File: src/sv/sgr_pkg.sv
// ----------------------------------------------------------------------------
// sgr_pkg
// Shared sizes and types for the stream group reversal block.
// ----------------------------------------------------------------------------
package sgr_pkg;

	localparam int MAX_GROUP = 16;
	localparam int VALUE_W   = 32;
	localparam int GS_W      = 5;

	// Index of an entry inside one bank, and a count that can hold MAX_GROUP.
	localparam int IDX_W     = (MAX_GROUP > 1) ? $clog2(MAX_GROUP) : 1;
	localparam int CNT_W     = $clog2(MAX_GROUP + 1);

	// Two banks of MAX_GROUP entries each.
	localparam int RAM_DEPTH = 2 * (1 << IDX_W);
	localparam int ADDR_W    = IDX_W + 1;

	// One finished group handed from the front to the back.
	typedef struct packed {
		logic             bank;
		logic [CNT_W-1:0] count;
		logic             rev;
		logic             eol;
	} cmd_t;

	// The back gives a bank back once its last entry has been read.
	typedef struct packed {
		logic valid;
		logic bank;
	} release_t;

	typedef struct packed {
		logic               en;
		logic [ADDR_W-1:0]  addr;
		logic [VALUE_W-1:0] data;
	} ram_wr_t;

endpackage

File: src/sv/stream_group_reversal.sv
// ----------------------------------------------------------------------------
// stream_group_reversal
// Buffers a value stream into groups and emits each full group reversed.
// ----------------------------------------------------------------------------
// Values arrive one beat at a time with tlast marking the end of the list.
// Every group_size values leave again in reverse order; a partial group at
// the end of the list leaves in its original order. On the output tlast
// closes each burst and tuser flags the final value of the list. Two banks
// of MAX_GROUP entries in one RAM alternate between filling and playing out.
// A bank is free for new values in the cycle after the read of its last
// entry has been issued. When the output stalls, the input side stalls as
// soon as both banks hold groups not yet read. The output side is set by
// the single RAM read port, one result per cycle while the two-entry output
// buffer has room. A group closed while the back is idle passes through the
// command queue, cmd_q, the RAM read register and the output buffer first.
// The RAM needs no clearing after reset.
// ----------------------------------------------------------------------------
module stream_group_reversal (
	input  logic                        clk,
	input  logic                        arst_n,
	input  logic                        cfg_valid,
	output logic                        cfg_ready,
	input  logic [sgr_pkg::GS_W-1:0]    cfg_data,   // group_size
	input  logic                        s_tvalid,
	output logic                        s_tready,
	input  logic [sgr_pkg::VALUE_W-1:0] s_tdata,    // [31:0] value
	input  logic                        s_tlast,    // end_of_list
	output logic                        m_tvalid,
	input  logic                        m_tready,
	output logic [sgr_pkg::VALUE_W-1:0] m_tdata,    // [31:0] out_value
	output logic                        m_tlast,    // run_last
	output logic                        m_tuser     // [0] list_last
);

	sgr_pkg::cmd_t               push_cmd;
	sgr_pkg::cmd_t               head_cmd;
	sgr_pkg::release_t           rel;
	sgr_pkg::ram_wr_t            ram_wr;
	logic                        q_push;
	logic                        q_pop;
	logic                        q_full;
	logic                        q_valid;
	logic                        rd_en;
	logic [sgr_pkg::ADDR_W-1:0]  rd_addr;
	logic [sgr_pkg::VALUE_W-1:0] rd_data;

	sgr_front u_front (
		.clk       (clk),
		.arst_n    (arst_n),
		.cfg_valid (cfg_valid),
		.cfg_ready (cfg_ready),
		.cfg_data  (cfg_data),
		.s_tvalid  (s_tvalid),
		.s_tready  (s_tready),
		.s_tdata   (s_tdata),
		.s_tlast   (s_tlast),
		.q_full    (q_full),
		.q_push    (q_push),
		.q_cmd     (push_cmd),
		.rel       (rel),
		.ram_wr    (ram_wr)
	);

	sgr_cmd_queue u_queue (
		.clk       (clk),
		.arst_n    (arst_n),
		.push      (q_push),
		.push_cmd  (push_cmd),
		.full      (q_full),
		.pop       (q_pop),
		.not_empty (q_valid),
		.head      (head_cmd)
	);

	sgr_ram #(
		.WIDTH (sgr_pkg::VALUE_W),
		.DEPTH (sgr_pkg::RAM_DEPTH)
	) u_ram (
		.clk     (clk),
		.wr_en   (ram_wr.en),
		.wr_addr (ram_wr.addr),
		.wr_data (ram_wr.data),
		.rd_en   (rd_en),
		.rd_addr (rd_addr),
		.rd_data (rd_data)
	);

	sgr_back u_back (
		.clk      (clk),
		.arst_n   (arst_n),
		.q_valid  (q_valid),
		.q_head   (head_cmd),
		.q_pop    (q_pop),
		.rel      (rel),
		.rd_en    (rd_en),
		.rd_addr  (rd_addr),
		.rd_data  (rd_data),
		.m_tvalid (m_tvalid),
		.m_tready (m_tready),
		.m_tdata  (m_tdata),
		.m_tlast  (m_tlast),
		.m_tuser  (m_tuser)
	);

endmodule

File: src/sv/sgr_ram.sv
// ----------------------------------------------------------------------------
// sgr_ram
// Simple dual-port RAM: one write port, one read port with registered data.
// ----------------------------------------------------------------------------
module sgr_ram #(
	parameter int WIDTH = 32,
	parameter int DEPTH = 32
) (
	input  logic                     clk,
	input  logic                     wr_en,
	input  logic [$clog2(DEPTH)-1:0] wr_addr,
	input  logic [WIDTH-1:0]         wr_data,
	input  logic                     rd_en,
	input  logic [$clog2(DEPTH)-1:0] rd_addr,
	output logic [WIDTH-1:0]         rd_data
);

	logic [WIDTH-1:0] mem_q [DEPTH];

	always_ff @(posedge clk) begin
		if (wr_en) begin
			mem_q[wr_addr] <= wr_data;
		end
	end

	always_ff @(posedge clk) begin
		if (rd_en) begin
			rd_data <= mem_q[rd_addr];
		end
	end

endmodule

File: src/sv/sgr_front.sv
// ----------------------------------------------------------------------------
// sgr_front
// Accepts input beats, stores them in the current bank and closes a group
// when it is full or the list ends.
// ----------------------------------------------------------------------------
module sgr_front (
	input  logic                        clk,
	input  logic                        arst_n,
	input  logic                        cfg_valid,
	output logic                        cfg_ready,
	input  logic [sgr_pkg::GS_W-1:0]    cfg_data,
	input  logic                        s_tvalid,
	output logic                        s_tready,
	input  logic [sgr_pkg::VALUE_W-1:0] s_tdata,
	input  logic                        s_tlast,
	input  logic                        q_full,
	output logic                        q_push,
	output sgr_pkg::cmd_t               q_cmd,
	input  sgr_pkg::release_t           rel,
	output sgr_pkg::ram_wr_t            ram_wr
);

	logic [sgr_pkg::GS_W-1:0]  group_size_q;
	logic [sgr_pkg::CNT_W-1:0] fill_q;
	logic                      bank_q;
	logic [1:0]                busy_q;
	logic [1:0]                busy_d;
	logic [sgr_pkg::CNT_W-1:0] k_eff;
	logic [sgr_pkg::CNT_W-1:0] n_next;
	logic                      beat;
	logic                      full_group;
	logic                      flush;

	assign cfg_ready = 1'b1;

	always_ff @(posedge clk or negedge arst_n) begin
		if (!arst_n) begin
			group_size_q <= sgr_pkg::GS_W'(1);
		end else if (cfg_valid) begin
			group_size_q <= cfg_data;
		end
	end

	// A size of zero acts as one; sizes beyond the buffer saturate.
	always_comb begin
		if (group_size_q == '0) begin
			k_eff = sgr_pkg::CNT_W'(1);
		end else if (int'(group_size_q) > sgr_pkg::MAX_GROUP) begin
			k_eff = sgr_pkg::CNT_W'(sgr_pkg::MAX_GROUP);
		end else begin
			k_eff = sgr_pkg::CNT_W'(group_size_q);
		end
	end

	assign s_tready   = !busy_q[bank_q] && !q_full;
	assign beat       = s_tvalid && s_tready;
	assign n_next     = fill_q + sgr_pkg::CNT_W'(1);
	assign full_group = n_next >= k_eff;
	assign flush      = full_group || s_tlast;

	assign ram_wr.en   = beat;
	assign ram_wr.addr = {bank_q, fill_q[sgr_pkg::IDX_W-1:0]};
	assign ram_wr.data = s_tdata;

	assign q_push      = beat && flush;
	assign q_cmd.bank  = bank_q;
	assign q_cmd.count = n_next;
	assign q_cmd.rev   = full_group;
	assign q_cmd.eol   = s_tlast;

	always_comb begin
		busy_d = busy_q;
		if (rel.valid) begin
			busy_d[rel.bank] = 1'b0;
		end
		if (q_push) begin
			busy_d[bank_q] = 1'b1;
		end
	end

	always_ff @(posedge clk or negedge arst_n) begin
		if (!arst_n) begin
			fill_q <= '0;
			bank_q <= 1'b0;
			busy_q <= '0;
		end else begin
			busy_q <= busy_d;
			if (beat) begin
				if (flush) begin
					fill_q <= '0;
					bank_q <= !bank_q;
				end else begin
					fill_q <= n_next;
				end
			end
		end
	end

endmodule

File: src/sv/sgr_cmd_queue.sv
// ----------------------------------------------------------------------------
// sgr_cmd_queue
// Two-entry queue of finished groups between the front and the back.
// ----------------------------------------------------------------------------
module sgr_cmd_queue (
	input  logic          clk,
	input  logic          arst_n,
	input  logic          push,
	input  sgr_pkg::cmd_t push_cmd,
	output logic          full,
	input  logic          pop,
	output logic          not_empty,
	output sgr_pkg::cmd_t head
);

	sgr_pkg::cmd_t entry_q [2];
	logic          wr_ptr_q;
	logic          rd_ptr_q;
	logic [1:0]    count_q;

	assign full      = count_q == 2'd2;
	assign not_empty = count_q != 2'd0;
	assign head      = entry_q[rd_ptr_q];

	always_ff @(posedge clk) begin
		if (push) begin
			entry_q[wr_ptr_q] <= push_cmd;
		end
	end

	always_ff @(posedge clk or negedge arst_n) begin
		if (!arst_n) begin
			wr_ptr_q <= 1'b0;
			rd_ptr_q <= 1'b0;
			count_q  <= '0;
		end else begin
			if (push) begin
				wr_ptr_q <= !wr_ptr_q;
			end
			if (pop) begin
				rd_ptr_q <= !rd_ptr_q;
			end
			count_q <= count_q + {1'b0, push} - {1'b0, pop};
		end
	end

endmodule

File: src/sv/sgr_back.sv
// ----------------------------------------------------------------------------
// sgr_back
// Plays out one group at a time from its bank, reversed or in order, and
// holds results in a two-entry output buffer.
// ----------------------------------------------------------------------------
module sgr_back (
	input  logic                        clk,
	input  logic                        arst_n,
	input  logic                        q_valid,
	input  sgr_pkg::cmd_t               q_head,
	output logic                        q_pop,
	output sgr_pkg::release_t           rel,
	output logic                        rd_en,
	output logic [sgr_pkg::ADDR_W-1:0]  rd_addr,
	input  logic [sgr_pkg::VALUE_W-1:0] rd_data,
	output logic                        m_tvalid,
	input  logic                        m_tready,
	output logic [sgr_pkg::VALUE_W-1:0] m_tdata,
	output logic                        m_tlast,
	output logic                        m_tuser
);

	sgr_pkg::cmd_t             cmd_q;
	logic                      active_q;
	logic [sgr_pkg::CNT_W-1:0] idx_q;
	logic                      rd_vld_s1;
	logic                      run_last_s1;
	logic                      list_last_s1;

	logic [sgr_pkg::VALUE_W-1:0] obuf_data_q [2];
	logic                        obuf_run_q  [2];
	logic                        obuf_list_q [2];
	logic                        owr_ptr_q;
	logic                        ord_ptr_q;
	logic [1:0]                  ocnt_q;

	logic [1:0]                occ;
	logic                      pop_out;
	logic                      issue;
	logic [sgr_pkg::CNT_W-1:0] last_idx;
	logic [sgr_pkg::CNT_W-1:0] src;
	logic                      is_last;

	assign pop_out = m_tvalid && m_tready;
	// Results already buffered plus the read in flight must leave room.
	assign occ     = ocnt_q + {1'b0, rd_vld_s1};
	assign issue   = active_q && ((occ < 2'd2) || ((occ == 2'd2) && pop_out));

	assign last_idx = cmd_q.count - sgr_pkg::CNT_W'(1);
	assign is_last  = idx_q == last_idx;
	assign src      = cmd_q.rev ? (last_idx - idx_q) : idx_q;

	assign rd_en   = issue;
	assign rd_addr = {cmd_q.bank, src[sgr_pkg::IDX_W-1:0]};

	assign rel.valid = issue && is_last;
	assign rel.bank  = cmd_q.bank;

	assign q_pop = q_valid && (!active_q || (issue && is_last));

	always_ff @(posedge clk) begin
		if (q_pop) begin
			cmd_q <= q_head;
		end
		if (issue) begin
			run_last_s1  <= is_last;
			list_last_s1 <= is_last && cmd_q.eol;
		end
		if (rd_vld_s1) begin
			obuf_data_q[owr_ptr_q] <= rd_data;
			obuf_run_q[owr_ptr_q]  <= run_last_s1;
			obuf_list_q[owr_ptr_q] <= list_last_s1;
		end
	end

	always_ff @(posedge clk or negedge arst_n) begin
		if (!arst_n) begin
			active_q  <= 1'b0;
			idx_q     <= '0;
			rd_vld_s1 <= 1'b0;
			owr_ptr_q <= 1'b0;
			ord_ptr_q <= 1'b0;
			ocnt_q    <= '0;
		end else begin
			rd_vld_s1 <= issue;
			if (q_pop) begin
				active_q <= 1'b1;
				idx_q    <= '0;
			end else if (issue) begin
				if (is_last) begin
					active_q <= 1'b0;
				end
				idx_q <= idx_q + sgr_pkg::CNT_W'(1);
			end
			if (rd_vld_s1) begin
				owr_ptr_q <= !owr_ptr_q;
			end
			if (pop_out) begin
				ord_ptr_q <= !ord_ptr_q;
			end
			ocnt_q <= ocnt_q + {1'b0, rd_vld_s1} - {1'b0, pop_out};
		end
	end

	assign m_tvalid = ocnt_q != 2'd0;
	assign m_tdata  = obuf_data_q[ord_ptr_q];
	assign m_tlast  = obuf_run_q[ord_ptr_q];
	assign m_tuser  = obuf_list_q[ord_ptr_q];

endmodule

File: config.mk
export PLATFORM = sky130hd
export DESIGN_NAME = stream_group_reversal
export DESIGN_NICKNAME = d
export VERILOG_FILES = /design/src/sv/sgr_pkg.sv /design/src/sv/stream_group_reversal.sv /design/src/sv/sgr_ram.sv /design/src/sv/sgr_front.sv /design/src/sv/sgr_cmd_queue.sv /design/src/sv/sgr_back.sv
export SDC_FILE = /design/constraint.sdc
export NUM_CORES = 1
export LEC_CHECK = 0
export BUFFER_PORTS_ARGS = -buffer_cell sky130_fd_sc_hd__buf_2
export CAP_MARGIN = 20
export CELL_PAD_IN_SITES_DETAIL_PLACEMENT = 0
export CELL_PAD_IN_SITES_GLOBAL_PLACEMENT = 1
export CORE_ASPECT_RATIO = 0.75
export CORE_MARGIN = 2
export CORE_UTILIZATION = 40
export DETAILED_ROUTE_END_ITERATION = 8
export PLACE_DENSITY_LB_ADDON = 0.2
export SKIP_LAST_GASP = 1
export SLEW_MARGIN = 25
export SYNTH_ARGS = -nofsm -noshare
export SYNTH_HDL_FRONTEND = slang
export SYNTH_SLANG_ARGS = --single-unit
File: constraint.sdc
create_clock -name clk -period 11.3 [get_ports clk]
set_input_delay 1.695 -clock clk [delete_from_list [all_inputs] [get_ports clk]]
set_output_delay 1.695 -clock clk [all_outputs]
set_load 0.03 [all_outputs]
==> run_results.csv, run 1 <==
group,metric,value,unit
run_status,status,"finished clean",
global_routing,met3_usage,0.0586,
clocking,cts_root_buf,"clkbuf_16",
setup_path,critPathLaunchType,"flip-flop",
sta,max_slew_margin,0.257,
global_routing,met2_usage,0.377,
setup_path,cp.required,11.89,ns
clocking,cts_resized,0,
global_routing,grtUsageTotal,0.251,
sta,skew,0.0171,ns
cells_and_area,final_cell_mix,"edfxtp_1 (1150), o21ai_0 (392), nor2_1 (230), nand2_1 (180), o22ai_1 (161)",
setup_path,path_class,"flip-flop to flip-flop",
cells_and_area,area_growth,12.0,%
global_routing,grt_first_pass_wirelength,228,mm
synth,yosys_warnings,0,
setup_path,r2r-start,"u_back.idx_q[0]$_DFFE_PN0P_",
clocking,postCtsHoldBufs,0,
setup_path,slowest_delay,0.78,ns
global_routing,use_met1,0.367,
synth,syn_inst,3521,
synth,synthArstFlopShare,0.0238,
drt,wirelength,160,mm
sta,finalCriticalPeriod,5.20,ns
place,place_inst,5047,
clocking,cts_buffers,117,
setup_path,endpoint,"u_ram.rd_data[20]$_DFFE_PP_",
setup_path,cp_slowest_cell,"buf_4",
sta,timing.final.crit_share,0.460,
synth,synth_seq_area_share,0.709,
drt,drcViolationCount,0,
setup_path,reg2reg_slack,6.10,ns
setup_path,crit_path_start,"u_back.idx_q[0]$_DFFE_PN0P_",
place,dpl.hpwl,80.7,mm
clocking,post-cts-setup-buffer-count,0,
setup_path,cp_max_fo,50,
pwr,vdd_ir_drop_max,0.000298,V
sta,rsz0062_at_grt,"no",
floorplanning,coreArea,0.123,sq mm
setup_path,crit_top_cell,"buf_4",
drt,ant_nets,0,
pwr,p_per_area,284,mW/mm^2
global_routing,grt-busiest-layer,"met2",
cells_and_area,final_common_cell,"edfxtp_1",
drt,firstDrtPassIters,6,
clocking,cts_tree,"done",
synth,synth_edf_count,1150,
cells_and_area,nets,3592,
setup_path,r2r-end,"u_ram.rd_data[20]$_DFFE_PP_",
clocking,clk_pin_slew_worst_paths,0.06,ns
sta,worstMarginPinSlew,1.11,ns
flow_run,drv_cap,0,
place,portBuffers,78,
synth,syn_nets,3583,
synth,yosys-top-cells-area,"edfxtp_1 (69%), o21ai_0 (3.9%), mux2_2 (2.3%)",
cells_and_area,stdcell_area,0.0557,sq mm
clocking,cts_sinks,1178,
setup_path,cp.arrival,5.79,ns
sta,fmax,0.192,GHz
global_routing,grt_max_degree,147,
floorplanning,dieArea,0.127,sq mm
synth,synth_area,0.0497,sq mm
clocking,clockBufferDepth,3,
sta,drv_slew,0,
floorplanning,pin_count,80,
clocking,htreeDepth,3,
synth,ys_ff_latch,1178,
synth,yosysTopAreaCellShare,0.695,
pwr,p_leak,17.6,nW
synth,synthDistinctLibCells,74,
place,placed_cell_area,0.0520,sq mm
synth,synth_flop_cell,"edfxtp_1",
drt,vias,31800,
cells_and_area,drive_above_1_share,0.151,
drt,viasPerCell,6.05,
hold_path,hold_path_class,"flip-flop to flip-flop",
global_routing,grt-ovfl-total,0,
cells_and_area,final_cells,5263,
floorplanning,die_x,411,um
sta,hold_viol,0,
global_routing,grt_pass1_vias,30500,
sta,setup_tns,0,ns
synth,syn_avg_cell_area,14.1,sq um
clocking,insertion_delay,0.72,ns
floorplanning,start_util,0.405,
global_routing,antenna_found_initial,7,
setup_path,crit_chain,"ha_4 -> fa_2 -> buf_4 -> nand2b_4 -> buf_4 -> o32ai_4 -> buf_4 -> a311oi_1 -> mux4_2",
synth,synth_top_area_cell,"edfxtp_1",
setup_path,cp-end-kind,"flip-flop",
sta,finalSetupViolations,0,
place,place_congestion,0.760,
cells_and_area,diodes,0,
drt,drt-initial-drc-count,3896,
drt,routedWlPerCell,30.5,um
setup_path,r2r_cells,9,
floorplanning,num_rows,111,
hold_path,hp-start,"u_back.run_last_s1$_DFFE_PP_",
pwr,power.total,15.8,mW
floorplanning,die_height,309,um
layer usage:
| layer | up-vias | wire [um] | share of wire |
|---|---|---|---|
| li1 | 13800 | - | - |
| met5 | - | 0 | 0 |
| met2 | 1465 | 70500 | 0.44 |
| met1 | 16300 | 71100 | 0.44 |
| met3 | 200 | 14900 | 0.093 |
| met4 | 0 | 3830 | 0.024 |
how the worst min path moves through the flow:
stage / end / slack, ns / cells past startpoint
after floorplan: u_back.obuf_data_q[0][0]$_DFFE_PP_ / 0.42 / 0
after global placement: u_back.obuf_list_q[0]$_DFFE_PP_ / 0.42 / 0
after detailed placement: u_back.obuf_run_q[1]$_DFFE_PP_ / 0.44 / 0
after CTS: u_back.obuf_list_q[1]$_DFFE_PP_ / 0.44 / 0
after global routing: u_back.obuf_run_q[0]$_DFFE_PP_ / 0.46 / 0
final: u_back.obuf_run_q[1]$_DFFE_PP_ / 0.45 / 0
final cells by class:
type	instances	area, sq um
multi-input combinational	2050	13500
sequential	1178	35200
clock buffer	155	3150
tap	1638	2050
timing repair buffer	162	1130
fill	10900	67100
clock inverter	59	495
inverter	21	80.1
cell families (layout without fill, tap and decap cells):
logic type,Yosys count,in the layout,share of synthesized area
flip-flops,1178,1178,0.709
AO/OA/AOI/OAI,1012,1012,0.132
AND/OR/NAND/NOR,855,855,0.0843
buffers and inverters,293,397,0.0266
multiplexers,139,139,0.0386
XOR/XNOR,24,24,0.00453
adder cells (fa/ha/maj),19,19,0.00493
other,1,1,0.0000754
flip-flops by register name, summed over array words and instances, names as in the netlist, 2 cells and up:
register              count
u_queue.entry_q          16
u_back.idx_q              5
u_back.cmd_q              7
u_front.group_size_q      5
u_queue.count_q           2
u_back.obuf_list_q        2
u_ram.mem_q            1024
u_back.obuf_data_q       64
u_front.fill_q            5
u_ram.rd_data            32
u_front.busy_q            2
u_back.obuf_run_q         2
u_back.ocnt_q             2
per-stage QoR:
stage,setup WS [ns],hold WS (ns),util
finish,6.10,0.454,0.453
global route,6.12,0.465,0.453
CTS,6.28,0.439,0.453
detailed placement,6.31,0.437,0.423
global placement,6.31,0.424,0.423
floorplan,6.52,0.421,-
power breakdown:
part	total (mW)	leakage (nW)	switching, mW	internal, mW
sequential	5.54	10.7	0.256	5.28
combinational	6.44	5.07	4.35	2.09
clock	3.81	1.79	1.68	2.13
total	15.8	17.6	6.29	9.50
worst max-delay path: cells and delay by family (launching register included):
kind | cells | cell delay (ns)
compound gates | 2 | 0.84
fa+ha+maj | 2 | 0.78
buf+inv | 3 | 1.70
flops | 1 | 0.69
mux | 1 | 0.37
simple gates | 1 | 0.57
cells in the mapped netlist (all sizes together) (36+ instances only):
cell    number
nor3       126
o22ai      163
a311oi      88
o21ai      397
nand2      183
o211ai      39
o221ai      36
nor2       266
nand3       40
edfxtp    1150
mux2       102
a211oi      70
and3        64
buf        114
clkbuf     158
a31oi       66
nor2b      134
Note: power is estimated with default switching activity, not from simulation.
==> run 2, diff against run 1 <==
==> constraint.sdc (replaced) <==
create_clock -name clk -period 5.45 [get_ports clk]
set_input_delay 0.8175 -clock clk [delete_from_list [all_inputs] [get_ports clk]]
set_output_delay 0.8175 -clock clk [all_outputs]
set_load 0.03 [all_outputs]
==> run 2 against run 1 <==
Compared with the run above: combinational power increased by 110%; critical path depth fell by 2; sequential power is 110% higher; non-clock buffer count rose by 28.
==> run_results.csv, run 2 (same netlist as run 1, synthesis figures left out) <==
group,metric,value,unit
setup_path,reg2reg_slack,0.92,ns
setup_path,cp.required,5.91,ns
place,dp_worst_setup_slack,1.01,ns
drt,wirelength,159,mm
setup_path,r2r-end,"u_ram.rd_data[14]$_DFFE_PP_",
clocking,clockBufferDepth,3,
global_routing,antenna_found_initial,8,
global_routing,grt_first_pass_wirelength,228,mm
floorplanning,pin_count,80,
cells_and_area,largest_register_ffs,1024,
sta,drv_slew,0,
sta,setup_slack,0.915,ns
setup_path,cp-end-kind,"flip-flop",
drt,vias,32000,
clocking,post-cts-setup-buffer-count,0,
setup_path,r2r-start,"u_back.idx_q[0]$_DFFE_PN0P_",
setup_path,cp_max_fo,60,
sta,finalSetupViolations,0,
cells_and_area,final_cells,5294,
place,placed_cell_area,0.0524,sq mm
drt,routedWlPerCell,30.1,um
floorplanning,coreArea,0.123,sq mm
floorplanning,die_height,309,um
drt,firstDrtPassIters,6,
drt,viasPerCell,6.04,
global_routing,grtUsageTotal,0.250,
setup_path,cp_slowest_cell,"clkinv_2",
pwr,power.total,33.0,mW
cells_and_area,drive_above_1_share,0.158,
cells_and_area,regMostFlops,"u_ram.mem_q",
place,place_congestion,0.805,
sta,finalCriticalPeriod,4.53,ns
run_status,status,"finished clean",
floorplanning,start_util,0.405,
drt,drcViolationCount,0,
floorplanning,num_rows,111,
clocking,cts_sinks,1178,
sta,worstMarginPinSlew,1.12,ns
cells_and_area,final_common_cell,"edfxtp_1",
pwr,p_per_area,588,mW/mm^2
pwr,vdd_ir_drop_max,0.000448,V
global_routing,grt_pass1_vias,30400,
sta,timing.final.crit_share,0.832,
sta,skew,0.0297,ns
sta,hold_viol,0,
cells_and_area,area_growth,12.8,%
sta,max_slew_margin,0.254,
sta,rsz0062_at_grt,"no",
sta,fmax,0.221,GHz
clocking,insertion_delay,0.75,ns
cells_and_area,reg_top3,"u_ram.mem_q (1024), u_back.obuf_data_q (64), u_ram.rd_data (32)",
setup_path,cp.arrival,5.00,ns
setup_path,path_class,"flip-flop to flip-flop",
setup_path,slowest_delay,1.06,ns
setup_path,cp.buffers_inverters,3,
global_routing,grt_max_degree,120,
drt,ant_nets,0,
clocking,cts_root_buf,"clkbuf_16",
clocking,cts_tree,"done",
setup_path,path_delay_family,"buffers and inverters",
place,place_inst,5077,
clocking,htreeDepth,3,
floorplanning,die_x,411,um
sta,setup_tns,0,ns
cells_and_area,final_cell_mix,"edfxtp_1 (1150), o21ai_0 (392), nor2_1 (230), nand2_1 (180), o22ai_1 (161)",
clocking,cts_resized,0,
drt,drt-initial-drc-count,4116,
clocking,cts_buffers,116,
place,portBuffers,78,
hold_path,hold_path_class,"input pin to async pin",
setup_path,crit_chain,"buf_4 -> clkinv_2 -> buf_4 -> o21ai_0 -> a31oi_1 -> a22o_1 -> mux4_2",
global_routing,grt-ovfl-total,0,
floorplanning,dieArea,0.127,sq mm
clocking,clk_pin_slew_worst_paths,0.07,ns
clocking,postCtsHoldBufs,0,
cells_and_area,nets,3619,
pwr,p_leak,17.8,nW
cells_and_area,stdcell_area,0.0560,sq mm
setup_path,critPathLaunchType,"flip-flop",
setup_path,r2r_cells,7,
place,dpl.hpwl,86.8,mm
flow_run,drv_cap,0,
setup_path,crit_top_cell,"buf_4",
==> run 2: cell types whose count changed in the layout (fill, tap and decap cells not counted), moves of 3 or more <==
cell	delta
clkinv_1	-3
buf_16	-3
buf_12	+17
diode_2	+3
buf_4	+15
clkinvlp_4	+3
==> run 2: worst max-delay path by stage <==
stage                                startpoint  slack, ns                            to  cells after the start
finish              u_back.idx_q[0]$_DFFE_PN0P_       0.92   u_ram.rd_data[14]$_DFFE_PP_                      7
detailed placement  u_back.idx_q[0]$_DFFE_PN0P_       1.01   u_ram.rd_data[12]$_DFFE_PP_                      7
floorplan            u_front.bank_q$_DFFE_PN0N_       1.54  u_ram.mem_q[15][0]$_DFFE_PP_                      7
global placement    u_back.idx_q[0]$_DFFE_PN0P_       1.06   u_ram.rd_data[12]$_DFFE_PP_                      7
CTS                 u_back.idx_q[0]$_DFFE_PN0P_       1.01   u_ram.rd_data[14]$_DFFE_PP_                      7
global route        u_back.idx_q[0]$_DFFE_PN0P_       0.80   u_ram.rd_data[16]$_DFFE_PP_                      7
==> run 2: metrics by stage <==
stage / hold WS, ns / utilization
finish: 0.139 / 0.456
CTS: 0.131 / 0.456
global placement: 0.430 / 0.427
global route: 0.163 / 0.456
detailed placement: 0.442 / 0.427
floorplan: 0.421 / -
==> run 2: final cells by class <==
type / count / area, sq um
fill: 10900 / 66700
sequential: 1178 / 35200
multi-input combinational: 2050 / 13500
clock buffer: 151 / 3100
tap: 1638 / 2050
timing repair buffer: 190 / 1490
clock inverter: 63 / 563
inverter: 21 / 80.1
antenna: 3 / 7.51
==> run 2: routing by layer <==
metal,global-route usage,part of all wire
met4,0.0644,0.026
met1,0.391,0.47
met3,0.0368,0.076
met5,0,0
met2,0.362,0.43
==> run 2: where the power goes <==
| part | switching (mW) | internal, mW | leakage [nW] | total [mW] |
|---|---|---|---|---|
| registers | 0.483 | 11.0 | 10.7 | 11.4 |
| clock network | 3.52 | 4.42 | 1.79 | 7.94 |
| logic | 9.10 | 4.50 | 5.25 | 13.6 |
| total | 13.1 | 19.9 | 17.8 | 33.0 |
